===== src/rtl/uart_8250_register_model_macros.svh =====
`ifndef UART_8250_REGISTER_MODEL_MACROS_SVH
`define UART_8250_REGISTER_MODEL_MACROS_SVH

// same-cycle check, sampled on clk, off while rst_n is low
`define U8250_ASSERT_NOW(label, ante, cons, msg) \
    label: assert property (@(posedge clk) disable iff (!rst_n) (ante) |-> (cons)) \
        else $error(msg);

// next-cycle check, sampled on clk, off while rst_n is low
`define U8250_ASSERT_NEXT(label, ante, cons, msg) \
    label: assert property (@(posedge clk) disable iff (!rst_n) (ante) |=> (cons)) \
        else $error(msg);

`endif


===== src/rtl/u8250_pkg.sv =====
`timescale 1ns / 1ps

package u8250_pkg;

    localparam int MODE_W = 2;
    localparam int OFF_W  = 3;
    localparam int BYTE_W = 8;
    localparam int CAUSE_W = 2;
    localparam int NUM_CAUSES = 4;

    localparam logic [MODE_W-1:0] MODE_READ  = 2'd0;
    localparam logic [MODE_W-1:0] MODE_WRITE = 2'd1;
    localparam logic [MODE_W-1:0] MODE_RX    = 2'd2;

    localparam logic [OFF_W-1:0] OFF_DATA = 3'd0;
    localparam logic [OFF_W-1:0] OFF_IER  = 3'd1;
    localparam logic [OFF_W-1:0] OFF_IIR  = 3'd2;
    localparam logic [OFF_W-1:0] OFF_LCR  = 3'd3;
    localparam logic [OFF_W-1:0] OFF_MCR  = 3'd4;
    localparam logic [OFF_W-1:0] OFF_LSR  = 3'd5;
    localparam logic [OFF_W-1:0] OFF_MSR  = 3'd6;
    localparam logic [OFF_W-1:0] OFF_SCR  = 3'd7;

    localparam logic [CAUSE_W-1:0] CAUSE_MODEM = 2'd0;
    localparam logic [CAUSE_W-1:0] CAUSE_TX    = 2'd1;
    localparam logic [CAUSE_W-1:0] CAUSE_RX    = 2'd2;
    localparam logic [CAUSE_W-1:0] CAUSE_LINE  = 2'd3;

    localparam int DLAB_BIT   = 7;
    localparam int IER_RX_BIT = 0;
    localparam int IER_TX_BIT = 1;

    localparam logic [BYTE_W-1:0] LSR_RESET = 8'h60;
    localparam logic [BYTE_W-1:0] MSR_VALUE = 8'h90;
    localparam logic [BYTE_W-1:0] DLL_RESET = 8'h01;

    typedef struct packed {
        logic [MODE_W-1:0] mode;
        logic [OFF_W-1:0]  reg_offset;
        logic [BYTE_W-1:0] write_data;
    } u8250_item_t;

    typedef struct packed {
        logic [BYTE_W-1:0] read_data;
        logic              irq_pulse;
        logic              tx_valid;
        logic [BYTE_W-1:0] tx_byte;
    } u8250_result_t;

    typedef struct packed {
        logic [CAUSE_W-1:0]    cause;
        logic                  none;
        logic [NUM_CAUSES-1:0] queue;
    } u8250_irq_t;

    function automatic u8250_irq_t irq_raise(u8250_irq_t s, logic [CAUSE_W-1:0] c);
        u8250_irq_t r;
        r = s;
        if (!s.none)
        begin
            r.queue[c] = 1'b1;
        end
        else
        begin
            r.cause = c;
            r.none  = 1'b0;
        end
        return r;
    endfunction

    function automatic u8250_irq_t irq_pop(u8250_irq_t s);
        u8250_irq_t r;
        r = s;
        if (s.queue == '0)
        begin
            r.none = 1'b1;
        end
        else
        begin
            r.none = 1'b0;
            if (s.queue[0])
            begin
                r.cause = CAUSE_MODEM;
            end
            else if (s.queue[1])
            begin
                r.cause = CAUSE_TX;
            end
            else if (s.queue[2])
            begin
                r.cause = CAUSE_RX;
            end
            else
            begin
                r.cause = CAUSE_LINE;
            end
            r.queue[r.cause] = 1'b0;
        end
        return r;
    endfunction

    function automatic u8250_irq_t irq_drop(u8250_irq_t s, logic [CAUSE_W-1:0] c);
        u8250_irq_t r;
        r = s;
        r.queue[c] = 1'b0;
        if (s.cause == c)
        begin
            r = irq_pop(r);
        end
        return r;
    endfunction

endpackage


===== src/rtl/u8250_regs.sv =====
`timescale 1ns / 1ps

`include "uart_8250_register_model_macros.svh"

module u8250_regs import u8250_pkg::*;
(
    input  logic          clk,
    input  logic          rst_n,
    input  logic          fire,
    input  u8250_item_t   item,
    output u8250_result_t result
);

    logic [BYTE_W-1:0] ier_reg, ier_next;
    u8250_irq_t        irq_reg, irq_next;
    logic [BYTE_W-1:0] lcr_reg, lcr_next;
    logic [BYTE_W-1:0] mcr_reg, mcr_next;
    logic              dr_reg, dr_next;
    logic [BYTE_W-1:0] dll_reg, dll_next;
    logic [BYTE_W-1:0] dlm_reg, dlm_next;
    logic [BYTE_W-1:0] rbr_reg, rbr_next;

    logic dlab;

    assign dlab = lcr_reg[DLAB_BIT];

    always_comb
    begin
        ier_next = ier_reg;
        irq_next = irq_reg;
        lcr_next = lcr_reg;
        mcr_next = mcr_reg;
        dr_next  = dr_reg;
        dll_next = dll_reg;
        dlm_next = dlm_reg;
        rbr_next = rbr_reg;
        result   = '0;

        unique case (item.mode)
            MODE_READ:
            begin
                unique case (item.reg_offset)
                    OFF_DATA:
                    begin
                        if (dlab)
                        begin
                            result.read_data = dll_reg;
                        end
                        else
                        begin
                            result.read_data = rbr_reg;
                            dr_next = 1'b0;
                        end
                    end
                    OFF_IER: result.read_data = dlab ? dlm_reg : ier_reg;
                    OFF_IIR:
                    begin
                        result.read_data = {{(BYTE_W-CAUSE_W-1){1'b0}}, irq_reg.cause,
                                            irq_reg.none};
                        result.irq_pulse = |irq_reg.queue;
                        irq_next = irq_pop(irq_reg);
                    end
                    OFF_LCR: result.read_data = lcr_reg;
                    OFF_MCR: result.read_data = mcr_reg;
                    OFF_LSR: result.read_data = {LSR_RESET[BYTE_W-1:1], dr_reg};
                    OFF_MSR: result.read_data = MSR_VALUE;
                    default: result.read_data = '0;
                endcase
            end
            MODE_WRITE:
            begin
                unique case (item.reg_offset)
                    OFF_DATA:
                    begin
                        if (dlab)
                        begin
                            dll_next = item.write_data;
                        end
                        else
                        begin
                            result.tx_valid = 1'b1;
                            result.tx_byte  = item.write_data;
                            if (ier_reg[IER_TX_BIT])
                            begin
                                result.irq_pulse = irq_reg.none;
                                irq_next = irq_raise(irq_reg, CAUSE_TX);
                            end
                        end
                    end
                    OFF_IER:
                    begin
                        if (dlab)
                        begin
                            dlm_next = item.write_data;
                        end
                        else
                        begin
                            ier_next = item.write_data;
                            if (item.write_data[IER_TX_BIT] && !ier_reg[IER_TX_BIT])
                            begin
                                result.irq_pulse = result.irq_pulse | irq_next.none;
                                irq_next = irq_raise(irq_next, CAUSE_TX);
                            end
                            else if (!item.write_data[IER_TX_BIT] && ier_reg[IER_TX_BIT])
                            begin
                                irq_next = irq_drop(irq_next, CAUSE_TX);
                            end
                            if (item.write_data[IER_RX_BIT] && !ier_reg[IER_RX_BIT])
                            begin
                                result.irq_pulse = result.irq_pulse | irq_next.none;
                                irq_next = irq_raise(irq_next, CAUSE_RX);
                            end
                            else if (!item.write_data[IER_RX_BIT] && ier_reg[IER_RX_BIT])
                            begin
                                irq_next = irq_drop(irq_next, CAUSE_RX);
                            end
                        end
                    end
                    OFF_LCR: lcr_next = item.write_data;
                    OFF_MCR: mcr_next = item.write_data;
                    default:
                    begin
                    end
                endcase
            end
            MODE_RX:
            begin
                if (!dr_reg)
                begin
                    rbr_next = item.write_data;
                    dr_next  = 1'b1;
                    if (ier_reg[IER_RX_BIT])
                    begin
                        result.irq_pulse = irq_reg.none;
                        irq_next = irq_raise(irq_reg, CAUSE_RX);
                    end
                end
            end
            default:
            begin
            end
        endcase
    end

    always_ff @(posedge clk or negedge rst_n)
    begin
        if (!rst_n)
        begin
            ier_reg <= '0;
            irq_reg <= '{cause: CAUSE_MODEM, none: 1'b1, queue: '0};
            lcr_reg <= '0;
            mcr_reg <= '0;
            dr_reg  <= 1'b0;
            dll_reg <= DLL_RESET;
            dlm_reg <= '0;
            rbr_reg <= '0;
        end
        else if (fire)
        begin
            ier_reg <= ier_next;
            irq_reg <= irq_next;
            lcr_reg <= lcr_next;
            mcr_reg <= mcr_next;
            dr_reg  <= dr_next;
            dll_reg <= dll_next;
            dlm_reg <= dlm_next;
            rbr_reg <= rbr_next;
        end
    end

    `U8250_ASSERT_NOW(a_none_means_empty, irq_reg.none, irq_reg.queue == '0, "pending causes queued while iir shows none")
    `U8250_ASSERT_NEXT(a_rx_overrun_keeps, fire && item.mode == MODE_RX && dr_reg, $stable(rbr_reg) && dr_reg, "received byte overwrote a waiting byte")
    `U8250_ASSERT_NEXT(a_pulse_shows_cause, fire && result.irq_pulse, !irq_reg.none, "interrupt pulsed but no cause shown")

endmodule


===== config.mk =====
export PLATFORM = sky130hd
export DESIGN_NAME = u8250_regs
export DESIGN_NICKNAME = d
export VERILOG_FILES = /design/src/rtl/u8250_pkg.sv /design/src/rtl/u8250_regs.sv
export VERILOG_INCLUDE_DIRS = /design/src /design/src/rtl
export SDC_FILE = /design/constraint.sdc
export NUM_CORES = 1
export LEC_CHECK = 0
export BUFFER_PORTS_ARGS = -buffer_cell sky130_fd_sc_hd__buf_4
export CAP_MARGIN = 10
export CELL_PAD_IN_SITES_DETAIL_PLACEMENT = 0
export CELL_PAD_IN_SITES_GLOBAL_PLACEMENT = 1
export CORE_AREA = 2 2 102 104
export CTS_CLUSTER_DIAMETER = 120
export DETAILED_ROUTE_END_ITERATION = 8
export DIE_AREA = 0 0 104 106
export PLACE_DENSITY = 0.65
export SETUP_SLACK_MARGIN = 0.15
export SYNTH_ARGS = -nofsm -noshare
export SYNTH_HDL_FRONTEND = slang
export SYNTH_SLANG_ARGS = --single-unit

===== constraint.sdc =====
create_clock -name clk -period 2.3 [get_ports clk]
set_clock_uncertainty 0.1 [all_clocks]
set_input_delay 0.46 -clock clk [delete_from_list [all_inputs] [get_ports clk]]
set_output_delay 0.46 -clock clk [all_outputs]
set_load 0.01 [all_outputs]

; Word-level counts from Yosys, hierarchy flattened
; Index checks and enable logic that the tools add are counted.
[word_totals]
rom_bits = 0
regBits = 56
wordCells = 168
latch_bits = 0
output_inout_bits = 18
mem_bits_rw = 0
inputBits = 16
memories = 0
[op_classes]
mux = 83
n_mul = 0
shift = 0
div = 0
n_eq_ne = 25
bitwise_logic = 10
reduce_logical = 32
addsub = 0
n_lt_le_gt_ge = 6
[op_table]
columns = op, count
row1 = $mux 7, 15
row2 = $pmux 8 s7, 1
row3 = $mux 2, 25
row4 = $mux 8, 3
row5 = $mux 1, 22
row6 = $pmux 7 s3, 1
row7 = $mux 9, 2
row8 = $reduce_and 9->1, 2
row9 = $ne 2x2->1 const B, 8
row10 = $reduce_and 4->1, 4
row11 = $pmux 7 s2, 1
row12 = $and 4x4->4, 3
row13 = $mux 4, 3
row14 = $not 4->4, 3
row15 = $reduce_and 11->1, 1
row16 = $mux 10, 1
row17 = $reduce_and 10->1, 1
row18 = $eq 3x3->1 const B, 3
row19 = $logic_not 3->1, 3
row20 = $lt 2x3->1 const B, 3
row21 = $mux 3, 3
row22 = $ne 3x3->1 const B, 3
row23 = $reduce_and 3->1, 3
row24 = $reduce_and 8->1, 1
row25 = 19 further kinds, 41

; Logic depth before layout (Yosys ltp)
; Gate-level depths: netlist of the first run.
[logic_depth]
ltp_word = 44
depth_mapped = 7
depth_no_buf = 7

; Worst setup path after synthesis of the first run
; No wires, ideal clock.
[synth_timing]
path_type = input to output
from = input port item[9] in the netlist's numbering
to = output port result[9] in the netlist's numbering
path_stages = 6
n_path_buf = 1
slack_ns = 0.171
t_arrival_ns = 1.569
required_ns = 1.740
path_cell_list = buf_2 > nor3_2 > a22oi_1 > nor2_1 > o21ai_1 > a21oi_1
[synth_lines]
columns = item, line_no
row1 = start: declaration, u8250_regs.sv:10  ; input u8250_item_t item,
row2 = end: declaration, u8250_regs.sv:11  ; output u8250_result_t result

==> impl_metrics.yaml, run 1 <==
run_status:
  outcome: "finished, violations left"
  violations: "negative setup slack"
worst_setup_path:
  reg2reg_slack_ns: 0.06
  cp.arrival_ns: 1.77
  worstSetupStartpointType: "flop"
  path_cells: "buf_6 > mux2_4 > mux2i_1 > o22ai_1 > a22oi_1 > nor2_1 > buf_4"
  critPathTopFamily: "multiplexers"
  reg2reg_from: "lcr_reg[7]"
  critical_path.slowest_cell: "dfrtp_1"
  cp-end-kind: "output port"
  crit_fanout: 4
  rr_worst_depth: 7
  crit_cells: 7
  cp_num_buf_inv: 2
  startpoint: "lcr_reg[7]"
  timing_worst_setup_path_type: "reg2out"
  worstPathRequired_ns: 1.74
  crit_path_end: "result[12]"
  critPathMaxStageDelay_ns: 0.41
  r2r_end: "irq_reg[6]"
grt:
  antenna_found_initial: 0
  grtUsageTotal_pct: 18.31
  grt_max_degree: 57
  grt_pass1_vias: 2950
  grt_overflow_total: 0
  top_usage_layer: "met2"
  grt_util_met2_pct: 32.24
  grt_pass1_wl_um: 16130
  met1_usage_pct: 24.13
  grtUsageMet3_pct: 2.269
sta:
  timing.final.ws_setup_ns: -0.03451
  finalSetupViolCount: 6
  tightest_slew_ns: 0.7116
  finalCriticalPeriod_ns: 2.335
  rsz0062_at_grt: "true"
  drv_slew: 0
  hold_violations: 0
  timing.fmax_mhz: 428.4
  relSlewSlack_pct: 52.56
  fin_crit_sh_pct: 101.5
  hold_slack_ns: 0.05715
clock_network:
  cts_tree: "yes"
  cts_hold_buf: 0
  clock_sinks: 56
  cts_made_buffers: 5
  clock_latency_ns: 0.32
  cts_buffer_depth: 2
  htree_levels: 2
  cts-root-buf: "clkbuf_8"
  path_clk_slew_ns: 0.11
layout:
  diodes: 0
  area_growth_pct: 32.96
  final_cell_mix: "buf_4, mux2_2, dfrtp_1, nor2_1, buf_6"
  nets: 426
  drive_gt1_share_pct: 46.93
  final_common_cell: "buf_4"
pwr:
  pwr_density_cell_mw_per_mm2: 617.9
  swShare_pct: 33.13
  p_leak_nw: 2.018
  p_comb_share_pct: 34.2
  switching_power_w: 0.0009310
  vdd_drop_max_uv: 256.9
  p_int_w: 0.001879
  clkPwrFrac_pct: 20.3
  seqPwrFrac_pct: 45.5
placed_design:
  gp_congestion: 0.8671
  dp_slack_ns: -0.01518
  io_buffers: 33
  hpwl_um: 6788
drt:
  postRouteAntennaNets: 0
  drt_iter0_drc: 125
  routed_wirelength_um: 9871
  via_per_inst: 5.383
  via_count: 2923
  drc: 0
  drt-wirelength-per-cell_um: 18.18
  drtPass1Iterations: 4
synth:
  synth_area_leaders: "dfrtp_1, mux2_2, a21oi_1"
  async_reset_ff_share_pct: 100.0
  synth_top_area_share_pct: 39.50
  avgSynthCellArea_um2: 10.33
  synth_edf_count: 0
  ys_warn_count: 0
  synth.cell_area_mm2: 0.003421
  synth_top_area_cell: "dfrtp_1"
  postSynthCellCount: 331
  ys_seq_area_share_pct: 41.04
  ys_ff_latch: 56
  synthFlopType: "dfrtp_1"
  synth_cell_types: 62
  synth_nets: 351
floorplanning:
  die_area_mm2: 0.01102
  core_mm2: 0.01000
  start_util_pct: 34.21
  ios: 34
  die_w_um: 104
  die_y_um: 106
  rows: 37
hold_path:
  hold_class: "in2async"
job:
  maxCapViolations: 0
## Yosys cell counts (all sizes together) (2+ instances only)
cell	instances
a32oi	3
a211oi	4
nor2b	9
nand2b	5
nor4	2
o21bai	2
nor3	5
and4	3
a21oi	18
o41ai	3
o2111ai	3
and4bb	2
or2	2
or3b	2
ha	4
and3	11
dfrtp	54
a221oi	5
clkbuf	13
nor2	22
dfstp	2
buf	12
nor4b	2
nor3b	3
inv	8
o22ai	2
nand3	8
o21ai	16
nand3b	2
mux2i	7
mux2	56
a22oi	6
o211ai	3
nand2	12
## logic make-up after synthesis
| kind of cell | synth area share (%) |
|---|---|
| simple gates | 17.15 |
| compound gates | 15.80 |
| mux | 20.48 |
| flops | 41.04 |
| buf+inv | 4.060 |
| fa+ha+maj | 1.463 |
## cell type report
type | instances | area (um^2)
Clock inverter | 3 | 21.27
Sequential cell | 56 | 1406
Tap cell | 136 | 170.2
Fill cell | 989 | 5451
Clock buffer | 5 | 68.82
Timing Repair Buffer | 93 | 827.0
Multi-Input combinational cell | 242 | 2024
Inverter | 8 | 30.03
## power groups by stage
stage / logic, W / clock network [W] / registers [W]
final: 0.000960 / 0.000571 / 0.00128
after global routing: 0.00104 / 0.000632 / 0.00131
after CTS: 0.000898 / 0.000601 / 0.00128
after detailed placement: 0.000816 / 0 / 0.00129
after global placement: 0.000812 / 0 / 0.00128
after floorplan: 0.000538 / 0 / 0.00125
## worst reg2reg max path, stage by stage (launching register included)
cell	delay [ns]
dfrtp_1	0.41
buf_6	0.14
buf_12	0.13
buf_4	0.14
nor4_1	0.33
o211ai_1	0.19
or2_1	0.29
o41ai_2	0.39
## repair_timing
action,CTS,global route
endpoints found under the hold margin,0,0
setup endpoints to repair,18,23
setup buffers,6,9
cloned,0,3
pin swaps,7,15
resized for setup,17,39
## metrics by stage
step	power, W	std cells	setup TNS [ns]	utilization (%)	cell area, um^2
floorplan	0.001791	331	0	-	3421
global placement	0.002093	517	-0.02127	40.58	4058
detailed placement	0.002102	517	-0.01773	40.58	4058
CTS	0.002776	531	-0.3815	42.84	4284
global route	0.002981	543	-0.8532	45.48	4548
finish	0.002810	543	-0.09151	45.48	4548
## metal layers
metal	vias up	wire length [um]
met2	58	4889
met3	9	335
met1	1465	4533
met5	-	0
met4	0	113
li1	1391	-
## how the worst min path moves through the flow
stage | depth (start not counted) | end | startpoint
6_report | 1 | irq_reg[1] | rst_n
5_1_grt | 1 | irq_reg[2] | rst_n
4_1_cts | 1 | irq_reg[1] | rst_n
3_5_place_dp | 1 | ier_reg[6] | ier_reg[6]
3_3_place_gp | 1 | ier_reg[6] | ier_reg[6]
2_1_floorplan | 0 | dll_reg[1] | rst_n
Power figures use the tool's default switching activity.
==> run 2, diff against run 1 <==
--- a/config.mk
+++ b/config.mk
@@ -14,7 +14,7 @@
 export CTS_CLUSTER_DIAMETER = 120
 export DETAILED_ROUTE_END_ITERATION = 8
 export DIE_AREA = 0 0 104 106
-export PLACE_DENSITY = 0.65
+export PLACE_DENSITY = 0.63
 export SETUP_SLACK_MARGIN = 0.15
 export SYNTH_ARGS = -nofsm -noshare
 export SYNTH_HDL_FRONTEND = slang
==> impl_metrics.yaml, run 2 (synthesis results as in run 1) <==
drt:
  postRouteAntennaNets: 0
  routed_wirelength_um: 9967
  drt_iter0_drc: 150
  via_count: 2904
  drt-wirelength-per-cell_um: 18.60
  via_per_inst: 5.418
  drc: 0
  drtPass1Iterations: 4
grt:
  grt_pass1_wl_um: 16240
  grt_max_degree: 57
  antenna_found_initial: 0
  grt_overflow_total: 0
  grt_pass1_vias: 2940
  grtUsageTotal_pct: 18.59
sta:
  drv_slew: 0
  fin_crit_sh_pct: 106.1
  rsz0062_at_grt: "true"
  tightest_slew_ns: 0.7405
  relSlewSlack_pct: 50.63
  hold_violations: 0
  finalSetupViolCount: 7
  hold_slack_ns: 0.08090
  timing.fmax_mhz: 409.7
  timing.final.ws_setup_ns: -0.1407
  tns_ns: -0.6926
  finalCriticalPeriod_ns: 2.441
floorplanning:
  core_mm2: 0.01000
  die_w_um: 104
  die_area_mm2: 0.01102
  ios: 34
  start_util_pct: 34.21
  rows: 37
  die_y_um: 106
placed_design:
  hpwl_um: 6956
  io_buffers: 33
  gp_congestion: 0.8528
worst_setup_path:
  cp_num_buf_inv: 2
  worstSetupStartpointType: "flop"
  timing_worst_setup_path_type: "reg2out"
  critical_path.slowest_cell: "dfrtp_2"
  crit_fanout: 5
  worstPathRequired_ns: 1.74
  critPathTopFamily: "flip-flops"
  cp.arrival_ns: 1.88
  cp-end-kind: "output port"
  critPathMaxStageDelay_ns: 0.49
  path_cells: "buf_6 > mux2_4 > mux2i_1 > o22ai_1 > a22oi_1 > nor2_1 > buf_4"
job:
  maxCapViolations: 0
layout:
  multiInputGateArea_mm2: 0.002018
  diodes: 0
  final_common_cell: "buf_4"
  register_area_mm2: 0.001409
  n_fill_cell: 985
  drive_gt1_share_pct: 46.00
  nets: 419
  area_growth_pct: 29.66
  final_cell_mix: "buf_4, mux2_2, dfrtp_1, nor2_1, a21oi_1"
run_status:
  outcome: "finished, violations left"
  violations: "negative setup slack"
clock_network:
  cts-root-buf: "clkbuf_8"
  cts_tree: "yes"
  cts_made_buffers: 5
  clock_sinks: 56
  cts_buffer_depth: 2
  htree_levels: 2
  cts_hold_buf: 0
  path_clk_slew_ns: 0.12
  clock_latency_ns: 0.32
pwr:
  vdd_drop_max_uv: 352.1
  p_leak_nw: 1.978
  pwr_density_cell_mw_per_mm2: 645.5
hold_path:
  hold_class: "in2async"
==> run 2: cell type report <==
| class | count | area share (%) |
|---|---|---|
| flip-flops and latches | 56 | 31.76 |
| clock buffers | 5 | 1.551 |
| clock inverters | 3 | 0.7616 |
| well taps | 136 | 3.836 |
| repair buffers | 86 | 15.91 |
| multi-input cells | 242 | 45.50 |
| inverters | 8 | 0.6770 |
==> run 2: power by group <==
part	leakage, nW	internal, W	switching (W)
Sequential	0.714	0.00116	0.000121
Combinational	1.21	0.000500	0.000475
Clock	0.0515	0.000231	0.000380
==> run 2: worst reg2reg max path, stage by stage (launching register included) <==
cell      delay, ns
dfrtp_2        0.49
buf_4          0.17
buf_12         0.13
nor4_1         0.35
o211ai_1       0.20
or2_1          0.29
o41ai_2        0.39
==> run 2: final timing paths <==
| kind | startpoint | slack, ns | to | cells after the start |
|---|---|---|---|---|
| min | rst_n | 0.08 | irq_reg[0] | 1 |
| max in group asynchronous | rst_n | 1.48 | ier_reg[0] | 1 |
| max reg2reg | lcr_reg[7] | 0.09 | irq_reg[6] | 6 |
| max | lcr_reg[7] | -0.14 | result[12] | 7 |
| min reg2reg | ier_reg[6] | 0.41 | ier_reg[6] | 1 |
| min in group clk | item[3] | 0.32 | dlm_reg[3] | 2 |
==> run 2: what timing repair did <==
item	in CTS	in global routing
endpoints found under the setup margin	19	22
pin swaps	1	6
cloned	1	0
resized for setup	16	27
setup buffers	7	2
==> run 2: metrics by stage <==
step | utilization, % | area (um^2) | worst slack, ns | total power [W] | cells
floorplan | - | 3421 | 0.1710 | 0.001791 | 331
global placement | 40.90 | 4090 | -0.005304 | 0.002126 | 518
detailed placement | 40.90 | 4090 | 0.01504 | 0.002134 | 518
CTS | 42.99 | 4299 | -0.1312 | 0.002810 | 534
global route | 44.36 | 4436 | -0.2066 | 0.003018 | 536
finish | 44.36 | 4436 | -0.1407 | 0.002863 | 536
==> run 2: layer usage <==
layer | vias to the layer above | track usage (%) | part of all wire [%]
met5 | - | 0 | 0
met4 | 0 | 4.537 | 0.86
met3 | 8 | 2.759 | 2.9
met2 | 53 | 31.44 | 49
met1 | 1467 | 25.13 | 47
li1 | 1376 | - | -
==> run 3, diff against run 2 <==
--- a/config.mk
+++ b/config.mk
@@ -14,7 +14,7 @@
 export CTS_CLUSTER_DIAMETER = 120
 export DETAILED_ROUTE_END_ITERATION = 8
 export DIE_AREA = 0 0 104 106
-export PLACE_DENSITY = 0.63
+export PLACE_DENSITY_LB_ADDON = 0.05
 export SETUP_SLACK_MARGIN = 0.15
 export SYNTH_ARGS = -nofsm -noshare
 export SYNTH_HDL_FRONTEND = slang
==> impl_metrics.yaml, run 3 (synthesis results as in run 1) <==
clock_network:
  cts_buffer_depth: 2
  cts_tree: "yes"
  cts_made_buffers: 5
  path_clk_slew_ns: 0.11
  clock_latency_ns: 0.32
  htree_levels: 2
  clock_sinks: 56
  cts-root-buf: "clkbuf_8"
pwr:
  switching_power_w: 0.0009672
  p_comb_share_pct: 36.4
  p_leak_nw: 2.069
  clkPwrFrac_pct: 19.6
  finalPower_w: 0.002898
  pwr_density_cell_mw_per_mm2: 621.8
  p_int_w: 0.001931
  swShare_pct: 33.37
  vdd_drop_max_uv: 243.8
  seqPwrFrac_pct: 44.0
drt:
  via_count: 2927
  wl_met1_um: 4929
  postRouteAntennaNets: 0
  drc: 0
  via_per_inst: 5.332
  met3_length_um: 243
  routed_wirelength_um: 10460
  drt_iter0_drc: 67
  drt-wirelength-per-cell_um: 19.05
  top_layer: "met4"
  dr_wl_met2_um: 5151
  drtPass1Iterations: 4
worst_setup_path:
  critical_path.slowest_cell: "dfrtp_2"
  worstSetupStartpointType: "flop"
  cp.arrival_ns: 1.80
  critPathTopFamily: "flip-flops"
  cp-end-kind: "output port"
  timing_worst_setup_path_type: "reg2out"
  path_cells: "nand4bb_1 > mux2_2 > and3_1 > o21ai_2 > a21oi_1 > buf_4"
  critPathMaxStageDelay_ns: 0.43
  cp_num_buf_inv: 1
  worstPathRequired_ns: 1.74
  crit_fanout: 2
sta:
  hold_violations: 0
  relSlewSlack_pct: 49.15
  rsz0062_at_grt: "true"
  fin_crit_sh_pct: 102.7
  timing.final.ws_setup_ns: -0.06105
  tightest_slew_ns: 0.7628
  timing.fmax_mhz: 423.5
  tns_ns: -0.2871
  finalSetupViolCount: 7
  finalCriticalPeriod_ns: 2.361
  drv_slew: 0
run_status:
  violations: "negative setup slack"
  outcome: "finished, violations left"
grt:
  antenna_found_initial: 0
  grt_pass1_wl_um: 16460
  grt_overflow_total: 0
  grt_max_degree: 57
  grt_pass1_vias: 2934
  grtUsageTotal_pct: 19.08
placed_design:
  gp_congestion: 0.8586
  io_buffers: 33
  hpwl_um: 7253
floorplanning:
  start_util_pct: 34.21
  rows: 37
  die_y_um: 106
  die_area_mm2: 0.01102
  ios: 34
  core_mm2: 0.01000
  die_w_um: 104
layout:
  drive_gt1_share_pct: 49.15
  nets: 432
  area_growth_pct: 36.25
  final_cell_mix: "buf_4, dfrtp_1, mux2_2, nor2_1, buf_6"
  diodes: 0
  final_common_cell: "buf_4"
hold_path:
  hold_class: "in2async"
job:
  maxCapViolations: 0
-- run 3: changes by cell type in the layout (fill, tap and decap cells not counted), sizes merged --
| cell | delta |
|---|---|
| buf | +13 |
| clkbuf | +1 |
| clkinv | -1 |
-- run 3: worst register-to-register path, cell delays in order (launching register included) --
cell      delay [ns]
dfrtp_1         0.43
buf_12          0.16
buf_6           0.12
buf_6           0.13
nor4_4          0.26
o211ai_1        0.22
or2_1           0.32
o41ai_2         0.35
-- run 3: final timing paths --
check                           startpoint    endpoint  slack [ns]  cells past startpoint
worst min register to register  dlm_reg[7]  dlm_reg[7]        0.41                      1
worst max-delay path            ier_reg[1]   result[9]       -0.06                      6
min in group clk                   item[5]  dll_reg[5]        0.33                      2
worst min-delay path                 rst_n  dll_reg[6]        0.10                      1
worst max register to register  lcr_reg[7]  irq_reg[6]        0.14                      7
max in group asynchronous            rst_n  ier_reg[1]        1.47                      1
-- run 3: cell type report --
type                    count  area, um^2
repair buffers             99       889.6
multi-input cells         242        2077
inverters                   8       30.03
clock buffers               6       72.57
well taps                 136       170.2
fillers                   989        5339
flip-flops and latches     56        1408
clock inverters             2       13.76
-- run 3: through the flow --
stage / worst slack (ns) / cell area, um^2 / hold WS (ns) / utilization (%) / cells
3_5_place_dp: -0.01392 / 4135 / 0.3902 / 41.35 / 519
3_3_place_gp: -0.02949 / 4135 / 0.3841 / 41.35 / 519
5_1_grt: -0.1583 / 4661 / 0.1485 / 46.61 / 549
6_report: -0.06105 / 4661 / 0.1009 / 46.61 / 549
2_1_floorplan: 0.1710 / 3421 / 0.06441 / - / 331
4_1_cts: -0.09014 / 4428 / 0.1275 / 44.28 / 539
-- run 3: power by group through the flow --
stage | clock, W | combinational, W | sequential, W
final | 0.000568 | 0.00105 | 0.00127
after global routing | 0.000637 | 0.00114 | 0.00130
after CTS | 0.000600 | 0.000950 | 0.00127
after detailed placement | 0 | 0.000854 | 0.00129
after global placement | 0 | 0.000853 | 0.00129
after floorplan | 0 | 0.000538 | 0.00125
-- run 3: per-layer routing --
metal  GRT usage, %  up-vias
met5              0        -
met4          4.633        0
met3          2.269        9
met2          33.08       43
met1          25.48     1479
li1               -     1396
-- run 3: repair_timing --
item	4_1_cts	5_1_grt
pin swaps	4	9
resized for setup	29	37
hold buffers	0	0
endpoints found under the setup margin	18	23
setup buffers	12	10
